## src/hdl/mtrs_pkg.sv

```systemverilog
package mtrs_pkg;

    localparam logic [31:0] TEA_DELTA = 32'h9e3779b9;
    localparam logic [31:0] DELTA_16 = 32'he3779b90;
    localparam logic [31:0] DELTA_32 = 32'hc6ef3720;

    localparam logic [2:0] REG_ENABLE = 3'd0;
    localparam logic [2:0] REG_KEY0 = 3'd1;
    localparam logic [2:0] REG_KEY1 = 3'd2;
    localparam logic [2:0] REG_KEY2 = 3'd3;
    localparam logic [2:0] REG_KEY3 = 3'd4;

    localparam logic [2:0] MODE_ENC16 = 3'd0;
    localparam logic [2:0] MODE_DEC16 = 3'd1;
    localparam logic [2:0] MODE_ENC32 = 3'd2;
    localparam logic [2:0] MODE_DEC32 = 3'd3;
    localparam logic [2:0] MODE_RC4 = 3'd4;

    typedef struct packed {
        logic       start;
        logic       decrypt;
        logic [5:0] rounds;
    } tea_cmd_t;

    function automatic logic [2:0] mod5(input logic [7:0] b);
        logic [8:0] r;
        begin
            r = {1'b0, b};
            if (r >= 9'd160) r = r - 9'd160;
            if (r >= 9'd80) r = r - 9'd80;
            if (r >= 9'd40) r = r - 9'd40;
            if (r >= 9'd20) r = r - 9'd20;
            if (r >= 9'd10) r = r - 9'd10;
            if (r >= 9'd5) r = r - 9'd5;
            return r[2:0];
        end
    endfunction

endpackage

```

## src/hdl/mode_selected_tea_rc4_scrambler_top.sv

```systemverilog
// channel  | valid      | ready      | payload
// in       | in_valid   | in_ready   | block_low, block_high
// out      | out_valid  | out_ready  | result_low, result_high
// cfg      | cfg_valid  | cfg_ready  | cfg_index, cfg_data
// tea modes run 16 or 32 rounds on one shared add/sub unit
// rc4 runs a table fill, a key schedule and a 16-byte keystream pass on one table with a read and a write port
// pass-through result is registered and valid in the cycle after accept; in_ready is low from accept until taken
// out stalls hold the result register; reset clears control and config registers
module mode_selected_tea_rc4_scrambler_top (
    input  logic        clk,
    input  logic        rst_n,
    input  logic        in_valid,
    output logic        in_ready,
    input  logic [63:0] block_low,
    input  logic [63:0] block_high,
    output logic        out_valid,
    input  logic        out_ready,
    output logic [63:0] result_low,
    output logic [63:0] result_high,
    input  logic        cfg_valid,
    output logic        cfg_ready,
    input  logic [2:0]  cfg_index,
    input  logic [31:0] cfg_data
);

    logic enable_reg;
    logic [127:0] key_reg;
    logic busy_reg;
    logic out_valid_reg;
    logic [63:0] rl_reg, rh_reg;
    logic [2:0] mode;
    logic acc;
    mtrs_pkg::tea_cmd_t tcmd;
    logic tdone, rdone;
    logic [63:0] tlo, thi;
    logic [127:0] rres;

    assign acc = in_valid && in_ready;
    assign mode = mtrs_pkg::mod5(block_low[7:0]);
    assign in_ready = !busy_reg && !out_valid_reg;
    assign cfg_ready = 1'b1;

    always_comb
    begin
        tcmd.start = acc && enable_reg && (mode != mtrs_pkg::MODE_RC4);
        tcmd.decrypt = (mode == mtrs_pkg::MODE_DEC16) || (mode == mtrs_pkg::MODE_DEC32);
        tcmd.rounds = ((mode == mtrs_pkg::MODE_ENC32) || (mode == mtrs_pkg::MODE_DEC32))
                      ? 6'd32 : 6'd16;
    end

    mtrs_tea u_tea (
        .clk(clk), .rst_n(rst_n), .cmd(tcmd), .key(key_reg),
        .blk_lo(block_low), .blk_hi(block_high),
        .done(tdone), .res_lo(tlo), .res_hi(thi)
    );

    mtrs_rc4 u_rc4 (
        .clk(clk), .rst_n(rst_n),
        .start(acc && enable_reg && (mode == mtrs_pkg::MODE_RC4)),
        .key(key_reg), .blk({block_high, block_low}),
        .done(rdone), .res(rres)
    );

    always_ff @(posedge clk or negedge rst_n)
    begin
        if (!rst_n)
        begin
            enable_reg <= 1'b0;
            key_reg <= '0;
            busy_reg <= 1'b0;
            out_valid_reg <= 1'b0;
        end
        else
        begin
            if (cfg_valid)
            begin
                case (cfg_index)
                    mtrs_pkg::REG_ENABLE: enable_reg <= cfg_data[0];
                    mtrs_pkg::REG_KEY0: key_reg[31:0] <= cfg_data;
                    mtrs_pkg::REG_KEY1: key_reg[63:32] <= cfg_data;
                    mtrs_pkg::REG_KEY2: key_reg[95:64] <= cfg_data;
                    mtrs_pkg::REG_KEY3: key_reg[127:96] <= cfg_data;
                    default: ;
                endcase
            end
            if (acc && enable_reg) busy_reg <= 1'b1;
            else if (tdone || rdone) busy_reg <= 1'b0;
            if ((acc && !enable_reg) || tdone || rdone) out_valid_reg <= 1'b1;
            else if (out_ready) out_valid_reg <= 1'b0;
        end
    end

    always_ff @(posedge clk)
    begin
        if (acc && !enable_reg)
        begin
            rl_reg <= block_low;
            rh_reg <= block_high;
        end
        else if (tdone)
        begin
            rl_reg <= tlo;
            rh_reg <= thi;
        end
        else if (rdone)
        begin
            rl_reg <= rres[63:0];
            rh_reg <= rres[127:64];
        end
    end

    assign out_valid = out_valid_reg;
    assign result_low = rl_reg;
    assign result_high = rh_reg;

endmodule

```

## src/hdl/mtrs_tea.sv

```systemverilog
module mtrs_tea (
    input  logic                clk,
    input  logic                rst_n,
    input  mtrs_pkg::tea_cmd_t  cmd,
    input  logic [127:0]        key,
    input  logic [63:0]         blk_lo,
    input  logic [63:0]         blk_hi,
    output logic                done,
    output logic [63:0]         res_lo,
    output logic [63:0]         res_hi
);

    logic [31:0] v_reg [4];
    logic [31:0] v_next [4];
    logic [31:0] sum_reg, sum_next;
    logic [1:0] step_reg, step_next;
    logic [5:0] cnt_reg, cnt_next;
    logic busy_reg, busy_next;
    logic dec_reg, dec_next;
    logic done_reg, done_next;

    logic [31:0] src, dst, ks, f, sum_use;
    logic [1:0] kidx;
    logic [1:0] dsel;
    logic second;

    always_comb
    begin
        second = step_reg[0] ^ dec_reg;
        sum_use = sum_reg;
        if (dec_reg ^ step_reg[0])
            sum_use = sum_reg;
        dsel = {step_reg[1], second};
        src = v_reg[{step_reg[1], ~second}];
        dst = v_reg[dsel];
        kidx = second ? sum_use[12:11] : sum_use[1:0];
        ks = key[32*kidx +: 32];
        f = (src ^ sum_use) + ks + ((src << 4) ^ (src >> 5));
        for (int i = 0; i < 4; i++) v_next[i] = v_reg[i];
        sum_next = sum_reg;
        step_next = step_reg;
        cnt_next = cnt_reg;
        busy_next = busy_reg;
        dec_next = dec_reg;
        done_next = 1'b0;
        if (cmd.start)
        begin
            v_next[0] = blk_lo[31:0];
            v_next[1] = blk_lo[63:32];
            v_next[2] = blk_hi[31:0];
            v_next[3] = blk_hi[63:32];
            dec_next = cmd.decrypt;
            cnt_next = cmd.rounds;
            step_next = 2'd0;
            busy_next = 1'b1;
            if (cmd.decrypt)
                sum_next = (cmd.rounds[5]) ? mtrs_pkg::DELTA_32 : mtrs_pkg::DELTA_16;
            else
                sum_next = '0;
        end
        else if (busy_reg)
        begin
            v_next[dsel] = dec_reg ? dst - f : dst + f;
            step_next = step_reg + 2'd1;
            if (step_reg[0] == 1'b0)
                sum_next = dec_reg ? sum_reg - mtrs_pkg::TEA_DELTA
                                   : sum_reg + mtrs_pkg::TEA_DELTA;
            else
                sum_next = dec_reg ? sum_reg + mtrs_pkg::TEA_DELTA
                                   : sum_reg - mtrs_pkg::TEA_DELTA;
            if (step_reg == 2'd3)
            begin
                sum_next = sum_reg;
                cnt_next = cnt_reg - 6'd1;
                if (cnt_reg == 6'd1)
                begin
                    busy_next = 1'b0;
                    done_next = 1'b1;
                end
            end
        end
    end

    // step order per round: half0 first op, half0 second op, half1 first, half1 second
    // sum moves by delta between ops and back after half0
    always_ff @(posedge clk or negedge rst_n)
    begin
        if (!rst_n)
        begin
            busy_reg <= 1'b0;
            done_reg <= 1'b0;
            step_reg <= '0;
            cnt_reg <= '0;
            dec_reg <= 1'b0;
        end
        else
        begin
            busy_reg <= busy_next;
            done_reg <= done_next;
            step_reg <= step_next;
            cnt_reg <= cnt_next;
            dec_reg <= dec_next;
        end
    end

    always_ff @(posedge clk)
    begin
        sum_reg <= sum_next;
        for (int i = 0; i < 4; i++) v_reg[i] <= v_next[i];
    end

    assign done = done_reg;
    assign res_lo = {v_reg[1], v_reg[0]};
    assign res_hi = {v_reg[3], v_reg[2]};

endmodule

```

## src/hdl/mtrs_rc4.sv

```systemverilog
module mtrs_rc4 (
    input  logic          clk,
    input  logic          rst_n,
    input  logic          start,
    input  logic [127:0]  key,
    input  logic [127:0]  blk,
    output logic          done,
    output logic [127:0]  res
);

    localparam logic [2:0] S_IDLE = 3'd0;
    localparam logic [2:0] S_FILL = 3'd1;
    localparam logic [2:0] S_KRD = 3'd2;
    localparam logic [2:0] S_KJ = 3'd3;
    localparam logic [2:0] S_KWR = 3'd4;
    localparam logic [2:0] S_GRD = 3'd5;
    localparam logic [2:0] S_GJ = 3'd6;
    localparam logic [2:0] S_GT = 3'd7;

    logic [7:0] mem [256];
    logic [7:0] rd_data;
    logic [7:0] rd_addr;
    logic we;
    logic [7:0] wa;
    logic [7:0] wd;

    logic [2:0] state_reg, state_next;
    logic [8:0] i_reg, i_next;
    logic [7:0] j_reg, j_next;
    logic [7:0] si_reg, si_next;
    logic [1:0] ph_reg, ph_next;
    logic [127:0] blk_reg, blk_next;
    logic done_reg, done_next;
    logic [7:0] kb;
    logic [3:0] bi;

    always_ff @(posedge clk)
    begin
        if (we) mem[wa] <= wd;
        rd_data <= mem[rd_addr];
    end

    always_comb
    begin
        state_next = state_reg;
        i_next = i_reg;
        j_next = j_reg;
        si_next = si_reg;
        ph_next = ph_reg;
        blk_next = blk_reg;
        done_next = 1'b0;
        we = 1'b0;
        wa = i_reg[7:0];
        wd = i_reg[7:0];
        rd_addr = i_reg[7:0];
        kb = key[8*i_reg[3:0] +: 8];
        bi = i_reg[3:0] - 4'd1;
        case (state_reg)
            S_IDLE:
            begin
                if (start)
                begin
                    blk_next = blk;
                    i_next = '0;
                    state_next = S_FILL;
                end
            end
            S_FILL:
            begin
                we = 1'b1;
                i_next = i_reg + 9'd1;
                if (i_reg == 9'd255)
                begin
                    i_next = '0;
                    j_next = '0;
                    state_next = S_KRD;
                end
            end
            S_KRD:
            begin
                rd_addr = i_reg[7:0];
                state_next = S_KJ;
            end
            S_KJ:
            begin
                si_next = rd_data;
                j_next = j_reg + kb + rd_data;
                rd_addr = j_reg + kb + rd_data;
                state_next = S_KWR;
            end
            S_KWR:
            begin
                if (ph_reg == 2'd0)
                begin
                    we = 1'b1;
                    wa = i_reg[7:0];
                    wd = rd_data;
                    ph_next = 2'd1;
                end
                else
                begin
                    we = 1'b1;
                    wa = j_reg;
                    wd = si_reg;
                    ph_next = 2'd0;
                    i_next = i_reg + 9'd1;
                    state_next = S_KRD;
                    if (i_reg == 9'd255)
                    begin
                        i_next = 9'd1;
                        j_next = '0;
                        state_next = S_GRD;
                    end
                end
            end
            S_GRD:
            begin
                rd_addr = i_reg[7:0];
                state_next = S_GJ;
            end
            S_GJ:
            begin
                if (ph_reg == 2'd0)
                begin
                    si_next = rd_data;
                    j_next = j_reg + rd_data;
                    rd_addr = j_reg + rd_data;
                    ph_next = 2'd1;
                end
                else if (ph_reg == 2'd1)
                begin
                    we = 1'b1;
                    wa = i_reg[7:0];
                    wd = rd_data;
                    rd_addr = j_reg;
                    ph_next = 2'd2;
                end
                else
                begin
                    we = 1'b1;
                    wa = j_reg;
                    wd = si_reg;
                    si_next = si_reg + rd_data;
                    ph_next = 2'd0;
                    state_next = S_GT;
                end
            end
            S_GT:
            begin
                if (ph_reg == 2'd0)
                begin
                    rd_addr = si_reg;
                    ph_next = 2'd1;
                end
                else
                begin
                    ph_next = 2'd0;
                    blk_next[8*bi +: 8] = blk_reg[8*bi +: 8] ^ rd_data;
                    i_next = i_reg + 9'd1;
                    state_next = S_GRD;
                    if (i_reg == 9'd16)
                    begin
                        state_next = S_IDLE;
                        done_next = 1'b1;
                    end
                end
            end
            default: state_next = S_IDLE;
        endcase
    end

    always_ff @(posedge clk or negedge rst_n)
    begin
        if (!rst_n)
        begin
            state_reg <= S_IDLE;
            i_reg <= '0;
            j_reg <= '0;
            ph_reg <= '0;
            done_reg <= 1'b0;
        end
        else
        begin
            state_reg <= state_next;
            i_reg <= i_next;
            j_reg <= j_next;
            ph_reg <= ph_next;
            done_reg <= done_next;
        end
    end

    always_ff @(posedge clk)
    begin
        si_reg <= si_next;
        blk_reg <= blk_next;
    end

    assign done = done_reg;
    assign res = blk_reg;

endmodule

```

## config.mk

```make
export PLATFORM = sky130hd
export DESIGN_NAME = mode_selected_tea_rc4_scrambler_top
export DESIGN_NICKNAME = d
export VERILOG_FILES = /design/src/hdl/mtrs_pkg.sv /design/src/hdl/mode_selected_tea_rc4_scrambler_top.sv /design/src/hdl/mtrs_tea.sv /design/src/hdl/mtrs_rc4.sv
export SDC_FILE = /design/constraint.sdc
export NUM_CORES = 2
export LEC_CHECK = 0
export BUFFER_PORTS_ARGS = -buffer_cell sky130_fd_sc_hd__buf_2
export CORE_ASPECT_RATIO = 0.5
export CORE_MARGIN = 3
export CORE_UTILIZATION = 30
export DETAILED_ROUTE_END_ITERATION = 8
export PLACE_DENSITY = 0.52
export REMOVE_ABC_BUFFERS = 1
export SLEW_MARGIN = 40
export SYNTH_ARGS = -nofsm -noshare
export SYNTH_HDL_FRONTEND = slang
export SYNTH_SLANG_ARGS = --single-unit
```

## constraint.sdc

```tcl
create_clock -name clk -period 18.3 [get_ports clk]
set_clock_uncertainty 0.1 [all_clocks]
set_input_delay 4.575 -clock clk [delete_from_list [all_inputs] [get_ports clk]]
set_output_delay 4.575 -clock clk [all_outputs]
set_load 0.01 [all_outputs]
```

==> results.cfg <==
[grt]
grt_use_total_pct = 18.9
grt_pass1_vias = 79300
overflow = 0
grt_max_degree = 175
antenna_found_initial = 36
grt_pass1_wl_microns = 584000

[synth]
yosysWarnings = 0
synth-seq-area-share_pct = 64.9
yosysUniqueCellTypes = 95
avgSynthCellArea_sq_um = 12.1
syn_inst = 9993
syn_area_sq_um = 121000
synth-async-reset-ratio_pct = 6.24
ys_ff_latch = 2645
synth_edf_count = 2472
ys.flop_type = edfxtp_1

[worst_setup_path]
reg2regPathDepth = 33
r2r-end = u_tea.v_reg[2][29]$_DFFE_PP_
r2r_start = u_tea.step_reg[0]$_DFFE_PN0P_
start_kind = primary input
endpoint_kind = flop
critical_path_required_ns = 18.81
worstPathMaxFanout = 77
worstPathArrival_ns = 11.91
reg2reg_slack_ns = 8.39
path_class = primary input to flop

[clock_network]
clk_latency_ns = 0.88
post_cts_resized = 0
cts_buffers = 279
path_clk_slew_ns = 0.06
root_buffer = clkbuf_16
clockBufferDepth = 4
htree_levels = 5
tritoncts = yes
cts_setup_buffers = 0
cts.sinks = 2645
hold_buffers = 0

[timing]
worst_pin_slew_ns = 0.939
hold_viol_final = 0
fmax_mhz = 87.8
rsz0062_at_grt = false
min_period_ns = 11.40
finalCritPeriodShare_pct = 62.3
drv_slew = 0
finalSetupViolations = 0
slew_headroom_pct = 37.0

[die]
die_area_sq_um = 412000
coreArea_sq_um = 401000
start_util_pct = 30.2
num_io_pins = 299
die_y_microns = 455
chipWidth_microns = 904
num_rows = 164

[detailed_routing]
wirelength_microns = 406000
drc = 0
drtIter0Drc = 8999
final_antenna_net_count = 0
viasPerCell = 5.34
first_pass_iters = 6
wl_per_cell_microns = 26.0
vias = 83400

[worst_hold_path]
holdPathEnd = busy_reg$_DFFE_PN0P_
hold_start = busy_reg$_DFFE_PN0P_
min_path_type = flop to flop
hold_path_depth = 2

[finish]
drive_gt1_share_pct = 12.7
top_register = u_rc4.mem
final_nets = 10300
synthToLayoutAreaGrowth_pct = 13.5
fin_cells = 15600
largest_reg_flops = 2048

[placed_design]
placed_cells = 15100
hpwl_microns = 257000
place_congestion = 0.916
portBuffers = 297

[outcome]
outcome = finished, final reports clean

[job]
maxCapViolations = 0
worst max-delay path by stage:
stage                                from                           end  slack, ns
2_1_floorplan  u_rc4.i_reg[0]$_DFFE_PN0P_      u_rc4.rd_data[2]$_DFF_P_     -37.81
3_3_place_gp                 block_low[5]  u_tea.v_reg[0][20]$_DFFE_PP_       5.70
3_5_place_dp                 block_low[5]  u_tea.v_reg[2][28]$_DFFE_PP_       5.86
4_1_cts                      block_low[5]  u_tea.v_reg[2][28]$_DFFE_PP_       6.77
5_1_grt                      block_low[5]  u_tea.v_reg[3][28]$_DFFE_PP_       6.22
6_report                     block_low[5]  u_tea.v_reg[2][28]$_DFFE_PP_       6.90
layout by cell type (no fill, tap or decap), types with 26 or more instances in the layout:
master / Yosys / routed
buf_2: 33 / 296
edfxtp_1: 2472 / 2472
o21ai_0: 290 / 272
o22ai_1: 27 / 27
ha_1: 100 / 99
clkbuf_1: 567 / 70
dfrtp_1: 165 / 160
mux4_2: 172 / 172
inv_1: 82 / 82
a311oi_1: 356 / 356
clkinv_1: 3 / 56
buf_4: 9 / 120
xnor2_1: 110 / 106
mux2i_1: 152 / 152
xor2_1: 104 / 101
and3_1: 189 / 189
nand2_1: 2536 / 2514
nand3_1: 938 / 934
or3_1: 27 / 26
o31ai_1: 104 / 102
mux2_2: 132 / 132
a21oi_1: 143 / 138
clkbuf_16: 0 / 288
a21o_1: 64 / 64
a22o_1: 94 / 94
nor3_1: 55 / 52
nor2_2: 0 / 63
o311ai_0: 48 / 36
a211oi_1: 40 / 39
fa_1: 43 / 43
a31oi_1: 81 / 81
nor2_1: 443 / 378
clkinv_2: 0 / 34
area by class of cell:
class	instances	area, sq um
sequential	2645	78500
clock buffer	361	7510
fill	39500	263000
inverter	86	323
timing repair buffer	465	3170
tap	5395	6750
multi-input combinational	6530	40200
antenna	12	30.0
clock inverter	119	912
routing by layer:
| metal | global-route usage [%] | up-vias | share of wire (%) |
|---|---|---|---|
| met5 | 0 | - | 0.021 |
| met4 | 6.67 | 12 | 4.0 |
| met3 | 2.87 | 649 | 7.3 |
| met2 | 30.6 | 3477 | 46 |
| met1 | 26.1 | 42100 | 42 |
| li1 | - | 37100 | - |
synth_stat cells, drive strengths merged (94+ instances only):
master  instances  area share, %
nand2        2536            7.9
a21oi         144           0.60
buf           165           0.60
dfrtp         165            3.4
a311oi        356            2.6
nor2          444            1.4
nand3         939            3.9
edfxtp       2472             61
o31ai         104           0.64
and3          189           0.98
mux2i         152            1.3
a22o           94           0.68
xnor2         111           0.81
o21ai         295            1.2
clkbuf        567            1.8
mux4          172            3.2
ha            100            1.0
mux2          132            1.2
xor2          104           0.75
cells by family after synthesis:
family / count (synthesis) / synth area share, %
other: 1 / 0.00310
muxes: 456 / 5.68
xor gates and xnor gates: 216 / 1.58
AOI/OAI and AO/OA: 1387 / 8.24
buffers and inverters: 818 / 2.62
and+or+nand+nor: 4325 / 15.3
DFF: 2645 / 64.9
adders and majority gates: 145 / 1.76
per-stage QoR:
step | setup TNS, ns | setup WS [ns] | cell area, sq um | hold slack, ns | utilization [%]
after detailed placement | 0 | 5.86 | 129000 | 0.382 | 32.1
after global routing | 0 | 6.22 | 137000 | 0.431 | 34.3
after floorplan | -297.32 | -37.81 | 118000 | 0.348 | -
final | 0 | 6.90 | 137000 | 0.407 | 34.3
after CTS | 0 | 6.77 | 137000 | 0.403 | 34.2
after global placement | 0 | 5.70 | 128000 | 0.378 | 32.0
worst max-delay path, stage by stage:
cell,delay (ns)
buf_2,0.22
inv_1,0.18
ha_1,0.24
inv_1,0.05
ha_1,0.38
a31oi_1,0.14
o22ai_1,0.28
nand2_1,0.27
a22o_1,0.35
nor3_4,0.43
maj3_1,0.31
a211oi_1,0.10
xnor2_1,0.49
ha_1,0.33
o21ai_0,0.25
o211ai_1,0.24
o311a_1,0.19
a21oi_1,0.06
nand4b_2,0.40
mux2i_1,0.20
mux2i_1,0.40
and4_4,0.49
buf_12,0.28
buf_4,0.65
nor2_1,0.11
a22o_1,0.23
Power is left out: the tool's default activity adds up to more than one toggle a clock period on the data nets, which glitch-free logic cannot reach.
